--- config.mk ---
export PLATFORM = sky130hd
export DESIGN_NAME = signed_int_to_decimal_ascii
export DESIGN_NICKNAME = d
export VERILOG_FILES = /design/src/rtl/sitd_pkg.sv /design/src/rtl/sitd_datapath.sv /design/src/rtl/sitd_ctrl.sv /design/src/rtl/signed_int_to_decimal_ascii.sv
export VERILOG_INCLUDE_DIRS = /design/src /design/src/rtl
export SDC_FILE = /design/constraint.sdc
export NUM_CORES = 1
export LEC_CHECK = 0
export BUFFER_PORTS_ARGS = -buffer_cell sky130_fd_sc_hd__buf_2
export CORE_MARGIN = 4
export CORE_UTILIZATION = 50
export CTS_CLUSTER_DIAMETER = 100
export CTS_CLUSTER_SIZE = 20
export DETAILED_ROUTE_END_ITERATION = 10
export HOLD_SLACK_MARGIN = 0.1
export PLACE_DENSITY = 0.71
export SETUP_SLACK_MARGIN = 0.1
export SYNTH_ARGS = -nofsm -noshare
export SYNTH_HDL_FRONTEND = slang
export SYNTH_SLANG_ARGS = --single-unit
--- constraint.sdc ---
create_clock -name clock -period 2.25 [get_ports clock]
set_clock_uncertainty 0.1 [all_clocks]
set_input_delay 0 -clock clock [delete_from_list [all_inputs] [get_ports clock]]
set_output_delay 0 -clock clock [all_outputs]
set_load 0.03 [all_outputs]
--- src/rtl/assert_macros.svh ---
// Assertion macros for the RTL file that checks its own behavior.
`ifndef ASSERT_MACROS_SVH
`define ASSERT_MACROS_SVH

// Same-cycle implication, checked at the rising clock edge.
`define ASSERT_IMPLY(label, clk, rst, ante, cons, msg) \
   label: assert property (@(posedge clk) disable iff (rst) (ante) |-> (cons)) \
      else $error(msg);

// Next-cycle implication, checked at the rising clock edge.
`define ASSERT_NEXT(label, clk, rst, ante, cons, msg) \
   label: assert property (@(posedge clk) disable iff (rst) (ante) |=> (cons)) \
      else $error(msg);

`endif

--- src/rtl/sitd_pkg.sv ---
// Shared types and constants of the signed integer to decimal text block.
package sitd_pkg;

   localparam logic [5:0] CODE_MINUS  = 6'd45;
   localparam logic [5:0] CODE_ZERO   = 6'd48;
   localparam logic [5:0] CODE_NINE   = 6'd57;
   localparam logic [1:0] DIGIT_HIGH  = 2'b11;   // upper bits of '0'..'9'
   localparam logic [3:0] BCD_ADJ_MIN = 4'd5;
   localparam logic [3:0] BCD_ADJ_ADD = 4'd3;

   // Commands from the controller to the datapath.
   typedef struct packed {
      logic load;         // take a new value, clear the BCD word
      logic conv_step;    // one double-dabble bit step
      logic norm_shift;   // drop a leading zero digit
      logic emit_digit;   // advance to the next digit after showing one
      logic sel_sign;     // show '-' instead of the top digit
   } dp_cmd_type;

   // Status from the datapath to the controller.
   typedef struct packed {
      logic conv_last;    // this conversion step is the final bit
      logic norm_done;    // top digit nonzero or only one digit left
      logic emit_last;    // the digit on display is the final one
      logic neg;          // value is negative
   } dp_status_type;

endpackage

--- src/rtl/sitd_datapath.sv ---
// Datapath: magnitude, bit-serial binary-to-BCD, leading-zero strip, character mux.
module sitd_datapath #(
   parameter int VALUE_BITS = 32
) (
   input  logic                         clock,
   input  logic signed [VALUE_BITS-1:0] req_value,
   input  sitd_pkg::dp_cmd_type         cmd,
   output sitd_pkg::dp_status_type      status,
   output logic [5:0]                   rsp_char_code,
   output logic                         rsp_last_char,
   output logic [3:0]                   rsp_char_count
);

   // Decimal digits needed for a VALUE_BITS-bit magnitude.
   localparam int NDIG = (VALUE_BITS * 30103) / 100000 + 1;
   localparam int BW   = $clog2(VALUE_BITS + 1);
   localparam int CW   = $clog2(NDIG + 1);
   localparam int TW   = (CW + 1 > 4) ? CW + 1 : 4;

   logic [VALUE_BITS-1:0] mag_ff, mag_in;
   logic [4*NDIG-1:0]     bcd_ff, bcd_in, bcd_adj;
   logic [BW-1:0]         bit_cnt_ff, bit_cnt_in;
   logic [CW-1:0]         dig_cnt_ff, dig_cnt_in;
   logic [CW-1:0]         rem_ff, rem_in;
   logic                  neg_ff, neg_in;
   logic [3:0]            top_digit;
   logic [TW-1:0]         total;
   logic [VALUE_BITS-1:0] value_u;

   assign value_u   = $unsigned(req_value);
   assign top_digit = bcd_ff[4*NDIG-1 -: 4];

   // Add-3 correction on every digit, all in parallel.
   always_comb begin
      for (int i = 0; i < NDIG; i++) begin
         if (bcd_ff[4*i +: 4] >= sitd_pkg::BCD_ADJ_MIN) begin
            bcd_adj[4*i +: 4] = bcd_ff[4*i +: 4] + sitd_pkg::BCD_ADJ_ADD;
         end else begin
            bcd_adj[4*i +: 4] = bcd_ff[4*i +: 4];
         end
      end
   end

   always_comb begin
      mag_in     = mag_ff;
      bcd_in     = bcd_ff;
      bit_cnt_in = bit_cnt_ff;
      dig_cnt_in = dig_cnt_ff;
      rem_in     = rem_ff;
      neg_in     = neg_ff;
      if (cmd.load) begin
         neg_in     = value_u[VALUE_BITS-1];
         mag_in     = value_u[VALUE_BITS-1] ?
                      (~value_u + {{(VALUE_BITS-1){1'b0}}, 1'b1}) : value_u;
         bcd_in     = '0;
         bit_cnt_in = BW'(VALUE_BITS);
         dig_cnt_in = CW'(NDIG);
         rem_in     = CW'(NDIG);
      end else if (cmd.conv_step) begin
         bcd_in     = {bcd_adj[4*NDIG-2:0], mag_ff[VALUE_BITS-1]};
         mag_in     = {mag_ff[VALUE_BITS-2:0], 1'b0};
         bit_cnt_in = bit_cnt_ff - BW'(1);
      end else if (cmd.norm_shift) begin
         bcd_in     = {bcd_ff[4*NDIG-5:0], 4'b0000};
         dig_cnt_in = dig_cnt_ff - CW'(1);
         rem_in     = rem_ff - CW'(1);
      end else if (cmd.emit_digit) begin
         bcd_in     = {bcd_ff[4*NDIG-5:0], 4'b0000};
         rem_in     = rem_ff - CW'(1);
      end
   end

   always_ff @(posedge clock) begin
      mag_ff     <= mag_in;
      bcd_ff     <= bcd_in;
      bit_cnt_ff <= bit_cnt_in;
      dig_cnt_ff <= dig_cnt_in;
      rem_ff     <= rem_in;
      neg_ff     <= neg_in;
   end

   assign total = TW'(dig_cnt_ff) + TW'(neg_ff);

   assign status.conv_last = (bit_cnt_ff == BW'(1));
   assign status.norm_done = (top_digit != 4'd0) || (dig_cnt_ff == CW'(1));
   assign status.emit_last = (rem_ff == CW'(1));
   assign status.neg       = neg_ff;

   assign rsp_char_code  = cmd.sel_sign ? sitd_pkg::CODE_MINUS
                                        : {sitd_pkg::DIGIT_HIGH, top_digit};
   assign rsp_last_char  = !cmd.sel_sign && (rem_ff == CW'(1));
   assign rsp_char_count = total[3:0];

endmodule

--- src/rtl/sitd_ctrl.sv ---
// Controller: sequences load, conversion, zero strip, sign and digit transfers.
module sitd_ctrl (
   input  logic                    clock,
   input  logic                    reset,
   input  logic                    start,
   input  sitd_pkg::dp_status_type status,
   output sitd_pkg::dp_cmd_type    cmd,
   output logic                    busy,
   output logic                    rsp_valid
);

   typedef enum logic [4:0] {
      ST_IDLE = 5'b00001,
      ST_CONV = 5'b00010,
      ST_NORM = 5'b00100,
      ST_SIGN = 5'b01000,
      ST_EMIT = 5'b10000
   } state_type;

   state_type state_ff, state_in;

   always_comb begin
      state_in = state_ff;
      cmd      = '0;
      rsp_valid = 1'b0;
      case (state_ff)
         ST_IDLE: begin
            if (start) begin
               cmd.load = 1'b1;
               state_in = ST_CONV;
            end
         end
         ST_CONV: begin
            cmd.conv_step = 1'b1;
            if (status.conv_last) state_in = ST_NORM;
         end
         ST_NORM: begin
            if (status.norm_done) begin
               state_in = status.neg ? ST_SIGN : ST_EMIT;
            end else begin
               cmd.norm_shift = 1'b1;
            end
         end
         ST_SIGN: begin
            rsp_valid    = 1'b1;
            cmd.sel_sign = 1'b1;
            state_in     = ST_EMIT;
         end
         ST_EMIT: begin
            rsp_valid      = 1'b1;
            cmd.emit_digit = 1'b1;
            if (status.emit_last) state_in = ST_IDLE;
         end
         default: begin
            state_in = ST_IDLE;
         end
      endcase
   end

   always_ff @(posedge clock) begin
      if (reset) begin
         state_ff <= ST_IDLE;
      end else begin
         state_ff <= state_in;
      end
   end

   assign busy = (state_ff != ST_IDLE);

endmodule

--- src/rtl/signed_int_to_decimal_ascii.sv ---
// Top level: signed integer to decimal ASCII text, one character per transfer.
//
//   Channel   Ports                                  Direction  Handshake
//   request   start, busy, req_value                 in         start && !busy
//   response  rsp_valid, rsp_char_code,              out        rsp_valid strobe,
//             rsp_last_char, rsp_char_count                     one cycle, no stall
//
// Sequence: a load step, VALUE_BITS double-dabble steps (one bit per cycle
// through the shared add-3 row), up to NDIG-1 steps stripping leading zeros
// plus a step that finds the top digit, then the characters in order (sign
// first when negative). Stripped zeros and digits always add up to NDIG.
// busy is high from the accepting edge until the last character's cycle ends.
// Reset is synchronous, active high, and returns the controller to idle.
// The receiver cannot stall: each character is a single-cycle transfer.
`include "assert_macros.svh"

module signed_int_to_decimal_ascii #(
   parameter int VALUE_BITS = 32
) (
   input  logic                         clock,
   input  logic                         reset,
   input  logic                         start,
   output logic                         busy,
   input  logic signed [VALUE_BITS-1:0] req_value,
   output logic                         rsp_valid,
   output logic [5:0]                   rsp_char_code,
   output logic                         rsp_last_char,
   output logic [3:0]                   rsp_char_count
);

   sitd_pkg::dp_cmd_type    cmd;
   sitd_pkg::dp_status_type status;
   logic                    char_legal;

   // Controller: one-hot sequencer, owns busy and the response strobe.
   sitd_ctrl u_ctrl (
      .clock     (clock),
      .reset     (reset),
      .start     (start),
      .status    (status),
      .cmd       (cmd),
      .busy      (busy),
      .rsp_valid (rsp_valid)
   );

   // Datapath: magnitude, BCD shift register, digit counters, output mux.
   sitd_datapath #(
      .VALUE_BITS (VALUE_BITS)
   ) u_dp (
      .clock          (clock),
      .req_value      (req_value),
      .cmd            (cmd),
      .status         (status),
      .rsp_char_code  (rsp_char_code),
      .rsp_last_char  (rsp_last_char),
      .rsp_char_count (rsp_char_count)
   );

   // '-' or a decimal digit.
   assign char_legal = (rsp_char_code == sitd_pkg::CODE_MINUS) ||
                       ((rsp_char_code >= sitd_pkg::CODE_ZERO) &&
                        (rsp_char_code <= sitd_pkg::CODE_NINE));

   // A character only goes out while an item is in flight.
   `ASSERT_IMPLY(a_rsp_while_busy, clock, reset, rsp_valid, busy, "response while idle")
   // The last character frees the block on the next cycle.
   `ASSERT_NEXT(a_last_frees, clock, reset, rsp_valid && rsp_last_char, !busy, "busy after last")
   // An accepted request makes the block busy.
   `ASSERT_NEXT(a_accept_busy, clock, reset, start && !busy, busy, "accept not busy")
   // Only '-' or a decimal digit ever appears.
   `ASSERT_IMPLY(a_char_legal, clock, reset, rsp_valid, char_legal, "bad character")

endmodule
==> reports/metrics.yaml, run 1 <==
finish:
  final_nets: 799
  layout-drive-gt1-share: 0.177
  finish.utilization: 0.656
  final_area_sq_mm: 0.00689
  fillCellCount: 837
  area_growth_pct: 25.7
  diodes: 0
clocking:
  cts.sink_count: 92
  htreeDepth: 3
  numCtsBuffers: 9
  cts_buffer_depth: 2
  cts_tree: "built"
  path_clk_slew_ns: 0.08
  cts-root-buf: "clkbuf_8"
  clock_latency_ns: 0.38
logic_synthesis:
  async_flop_share: 0
  synth-edff-count: 33
  synth-main-ff-cell: "dfxtp_1"
  yosysMostFrequentCell: "nand2_1"
  yosys_warnings: 0
  yosysTopAreaCellShare: 0.215
  synth_area_sq_mm: 0.00548
  synthTopCellsByCount: "72 x nand2_1, 59 x dfxtp_1, 53 x nor2_1, 53 x o21ai_0, 50 x a21oi_1"
  synth_area_leaders: "dfxtp_1 22%, edfxtp_1 18%, ha_1 6.8%, nand2_1 4.9%, o21ai_0 4.8%"
  ys_seq_area_frac: 0.396
  syn_nets: 698
  yosysTopAreaCell: "dfxtp_1"
  synth_cell_types: 58
  syn_inst: 633
  ys_seq_elements: 92
  synth.avg_cell_area_sq_um: 8.66
grt:
  grt.busiest_layer: "met2"
  grt_pass1_vias: 4843
  grt_usage: 0.209
  grtUsageMet1: 0.273
  grt_use_met3: 0.0396
  overflow: 0
  grt_pass1_wl_um: 22200
  grt_max_degree: 68
  antenna_found_initial: 0
  use_met2: 0.346
floorplanning:
  ioPinCount: 48
  die_h_um: 113
  start_util: 0.522
  die_w_um: 113
  fp.dieArea_sq_mm: 0.0127
  rows: 37
  core_sq_mm: 0.0105
timing:
  fmax_mhz: 465
  min_period_ns: 2.15
  worst_slack_ns: 0.101
  hold_viol_final: 0
  fin_setup_tns_ns: 0
  rsz0062_at_grt: "yes"
  finalCritPeriodShare: 0.955
  maxSlewViolCount: 0
  setup_violations: 0
outcome:
  status: "finished clean"
critical_path:
  cp.required_ns: 2.27
  critPathCaptureType: "flip-flop"
  worstSetupPathType: "in -> reg"
  critical_path.max_fanout: 7
  crit_path_start_kind: "input port"
  crit_arrival_ns: 2.17
placed_design:
  place_area_sq_mm: 0.00607
  gp_congestion: 0.863
  dp_hpwl_um: 8550
  place_ws_ns: 0.00257
  portBuffers: 46
power:
  power_leakage_nw: 2.65
  vdd_drop_max_mv: 0.425
  power_density_mw_per_mm2: 627
  total_power_mw: 4.32
detailed_routing:
  viasPerCell: 5.73
  drtAntennaViolNets: 0
  firstDrtPassIters: 7
  drc_errors: 0
  drt_iter0_markers: 461
  wire_per_inst_um: 15.3
  vias: 5016
  drt-total-wl_um: 13400
flow_run:
  cap_viol_max_count: 0
worst_hold_path:
  min_path_type: "in -> reg"
[final cells by class]
cell class                 instances  area (sq um)  area share
inverter                          31           121      0.0176
tap                              136           170      0.0247
multi-input combinational        480          3220       0.467
clock inverter                     2          12.5     0.00181
sequential                        92          2180       0.316
clock buffer                      14           194      0.0281
timing repair buffer             120          1000       0.145
[critical path, stage by stage]
cell and delay (ns):
dlygate4sd3_1 0.53, buf_2 0.14, or2_2 0.34, or4_4 0.51, o41ai_2 0.37, xor2_1 0.19
o21ai_1 0.08
[power breakdown]
group	leakage [nW]	internal, mW	switching (mW)
clock network	0.109	0.563	0.605
registers	0.793	2.00	0.0982
logic	1.75	0.436	0.619
[placed cells by master, fill, tap and decap left out, types with 22 or more instances in the layout]
| master | n |
|---|---|
| nand2_1 | 70 |
| dfxtp_1 | 58 |
| nor2_1 | 53 |
| o21ai_0 | 53 |
| a21oi_1 | 50 |
| buf_2 | 46 |
| dlygate4sd3_1 | 35 |
| edfxtp_1 | 33 |
| buf_4 | 30 |
| ha_1 | 29 |
| inv_1 | 28 |
| xnor2_1 | 27 |
| xor2_1 | 22 |
[routing by layer]
layer	vias up	routed length, um
li1	2481	-
met1	2331	6040
met2	175	6370
met3	29	739
met4	0	277
met5	-	0
[sequential cells by signal, summed over array words and instances (netlist names)]
| name | cells |
|---|---|
| u_dp.bcd_ff | 40 |
| u_dp.bit_cnt_ff | 6 |
| u_dp.dig_cnt_ff | 4 |
| u_dp.neg_ff | 1 |
| u_dp.mag_ff | 32 |
| u_ctrl.state_ff | 5 |
| u_dp.rem_ff | 4 |
[path summary, 6_finish.rpt]
path	to	startpoint	slack [ns]	cells after the start
hold reg to reg	u_dp.rem_ff[2]$_SDFFE_PP0P_	u_dp.rem_ff[2]$_SDFFE_PP0P_	0.41	1
hold / removal	u_dp.mag_ff[1]$_DFFE_PP_	req_value[0]	0.14	5
setup / recovery	u_dp.mag_ff[23]$_DFFE_PP_	req_value[12]	0.10	7
setup reg to reg	u_dp.bcd_ff[4]$_SDFFE_PP0P_	u_dp.dig_cnt_ff[1]$_SDFFE_PP1P_	0.12	9
[cells by family after synthesis]
logic type                 count (synthesis)  synth area share
buffers and inverters                     61            0.0445
AOI/OAI and AO/OA                        182             0.210
DFF                                       92             0.396
adders and majority gates                 30            0.0684
muxes                                      6            0.0110
other                                      1          0.000684
and+or+nand+nor                          212             0.191
xor gates and xnor gates                  49            0.0783
[per-stage QoR]
stage | hold slack (ns) | std cells
2_1_floorplan | -0.0233 | 633
3_3_place_gp | 0.128 | 814
5_1_grt | 0.143 | 875
4_1_cts | 0.0976 | 865
6_report | 0.142 | 875
3_5_place_dp | 0.131 | 814
[repair_timing]
action / CTS / global route
pin swaps: 1 / 7
endpoints found under the setup margin: 1 / 36
setup buffers: 0 / 7
gates resized for setup: 0 / 29
hold buffers: 35 / 0
gates cloned: 0 / 3
hold endpoints to repair: 38 / 0
(Power assumes the default switching activity.)
==> inputs of run 2 (changes only) <==
- ABC_AREA: default -> 1
==> reports/metrics.yaml, run 2 <==
critical_path:
  critical_path.max_fanout: 15  # +8
  cp.required_ns: 2.15  # -0.12 ns
  critPathCaptureType: "output pin"
  crit_path_start_kind: "flip-flop"
  crit_arrival_ns: 1.86  # -0.31 ns
  worstSetupPathType: "reg -> out"
clocking:
  htreeDepth: 3  # unchanged
  cts_tree: "built"
  cts-root-buf: "clkbuf_16"
  cts.sink_count: 92  # unchanged
  path_clk_slew_ns: 0.06  # -0.02 ns
  cts_resized: 0  # unchanged
  clock_latency_ns: 0.35  # -0.03 ns
  cts_buffer_depth: 2  # unchanged
  numCtsBuffers: 9  # unchanged
detailed_routing:
  drtAntennaViolNets: 0  # unchanged
  viasPerCell: 5.33  # -7.0%
  firstDrtPassIters: 5  # -2
  drt-total-wl_um: 14500  # +7.7%
  wire_per_inst_um: 12.9  # -16%
  drt_iter0_markers: 392  # -15%
  vias: 5985  # +19%
  drc_errors: 0  # unchanged
timing:
  hold_viol_final: 0  # unchanged
  maxSlewViolCount: 0  # unchanged
  rsz0062_at_grt: "no"
  setup_violations: 0  # unchanged
  fin_setup_tns_ns: 0  # unchanged
  finalCritPeriodShare: 0.870  # -0.0846
  worst_slack_ns: 0.291  # +0.190 ns
  fmax_mhz: 511  # +9.7%
  min_period_ns: 1.96  # -0.190 ns
placed_design:
  gp_congestion: 0.891  # +3.2%
  place_ws_ns: 0.357  # +0.354 ns
  portBuffers: 46  # unchanged
  dp_cells: 1073  # +32%
  dp_hpwl_um: 9850  # +15%
finish:
  layout_common_cells: "237 x nand2_1, 84 x inv_1, 79 x nor2_1"
  reg.largest.list: "u_dp.bcd_ff: 40 flops, u_dp.mag_ff: 32 flops, u_dp.bit_cnt_ff: 6 flops"
  final_nets: 1015  # +27%
  finalNonFillerCells: 1123  # +28%
  regMostFlops: "u_dp.bcd_ff"
  largest_register_ffs: 40  # unchanged
  area_growth_pct: 14.1
  final_common_cell: "nand2_1"
  layout-drive-gt1-share: 0.0932  # -0.0841
  diodes: 0  # unchanged
logic_synthesis:
  yosysMostFrequentCell: "nand2_1"
  synth_area_sq_mm: 0.00625  # +14%
  syn_nets: 955  # +37%
  synth-edff-count: 33  # unchanged
  ys_seq_area_frac: 0.348  # -0.0483
  synthTopCellsByCount: "238 x nand2_1, 84 x inv_1, 79 x nor2_1"
  ys_seq_elements: 92  # unchanged
  synth-main-ff-cell: "dfxtp_1"
  syn_inst: 890  # +41%
  synth_cell_types: 37  # -36%
  yosysTopAreaCell: "dfxtp_1"
  synth_area_leaders: "dfxtp_1 19%, edfxtp_1 16%, nand2_1 14%, nand3_1 6.1%, ha_1 6.0%"
  async_flop_share: 0  # unchanged
  yosys_warnings: 0  # unchanged
  synth.avg_cell_area_sq_um: 7.02  # -19%
  yosysTopAreaCellShare: 0.189  # -0.0263
floorplanning:
  core_sq_mm: 0.0121  # +15%
  die_h_um: 120  # +6.2%
  rows: 40  # +8.1%
  ioPinCount: 48  # unchanged
  fp.dieArea_sq_mm: 0.0143  # +13%
  start_util: 0.516  # -0.00615
  die_w_um: 120  # +6.2%
outcome:
  status: "finished clean"
grt:
  grt_pass1_vias: 5403  # +12%
  grt_max_degree: 64  # -5.9%
  overflow: 0  # unchanged
  grt_pass1_wl_um: 25100  # +13%
  antenna_found_initial: 0  # unchanged
  grt_usage: 0.209  # about the same
power:
  power_density_mw_per_mm2: 866  # +38%
  total_power_mw: 6.17  # +43%
  power_leakage_nw: 2.97  # +12%
  vdd_drop_max_mv: 0.576  # +36%
flow_run:
  cap_viol_max_count: 0  # unchanged
worst_hold_path:
  min_path_type: "in -> reg"
[run 2: cell types whose count changed in the layout (fill, tap and decap cells not counted), sizes merged, moves of 22 or more]
cell / previous run / this run
nor2: 53 / 85
buf: 82 / 55
nand3: 8 / 80
nand2: 72 / 239
xnor2: 27 / 5
nand4: 2 / 50
inv: 32 / 88
[run 2: report_power, final]
part           switching (mW)  internal [mW]
Clock                   0.648          0.740
Sequential              0.228           2.35
Combinational            1.51          0.702
Total                    2.38           3.79
[run 2: cell families after synthesis]
| family | Yosys count | share of synthesized area |
|---|---|---|
| other cells | 1 | 0.000600 |
| flops | 92 | 0.348 |
| buf+inv | 128 | 0.0960 |
| xor+xnor | 24 | 0.0337 |
| compound gates | 148 | 0.125 |
| simple gates | 467 | 0.337 |
| fa+ha+maj | 30 | 0.0601 |
[run 2: worst paths after layout]
path                                   startpoint                              end  slack [ns]  cells past startpoint
setup / recovery  u_ctrl.state_ff[2]$_SDFFE_PP0P_                        rsp_valid        0.29                      5
setup reg to reg  u_dp.dig_cnt_ff[1]$_SDFFE_PP1P_     u_dp.bcd_ff[35]$_SDFFE_PP0P_        0.35                      9
hold / removal                              reset  u_ctrl.state_ff[1]$_SDFFE_PP0P_        0.28                      3
hold reg to reg   u_dp.bit_cnt_ff[5]$_SDFFE_PP1N_  u_dp.bit_cnt_ff[5]$_SDFFE_PP1N_        0.38                      1
[run 2: repair_timing]
action | CTS | global route
hold buffers | 34 | 0
hold endpoints to repair | 38 | 0
setup buffers | 0 | 0
[run 2: metal layers]
metal | vias up | GRT usage | wire, um
met1 | 2723 | 0.279 | 6860
met3 | 18 | 0.0391 | 639
met5 | - | 0 | 0
li1 | 3099 | - | -
met4 | 0 | 0.0608 | 206
met2 | 145 | 0.347 | 6750
[run 2: layout make-up]
class | instances | area (sq um)
fill | 1178 | 4980
multi-input combinational | 670 | 3480
sequential | 92 | 2170
timing repair buffer | 89 | 663
inverter | 88 | 333
clock buffer | 9 | 225
tap | 168 | 210
clock inverter | 7 | 43.8
[run 2: critical path, stage by stage (launching register included)]
cell and delay (ns):
dfxtp_1 0.37, nor2_4 0.18, nand3_2 0.33, buf_4 0.33, nand2_1 0.08, buf_2 0.21
[run 2: metrics by stage]
step / hold slack [ns] / util / instance area (sq um)
2_1_floorplan: -0.0309 / - / 6250
3_3_place_gp: 0.0934 / 0.538 / 6520
3_5_place_dp: 0.0993 / 0.538 / 6520
4_1_cts: 0.265 / 0.589 / 7130
5_1_grt: 0.299 / 0.589 / 7130
6_report: 0.282 / 0.589 / 7130
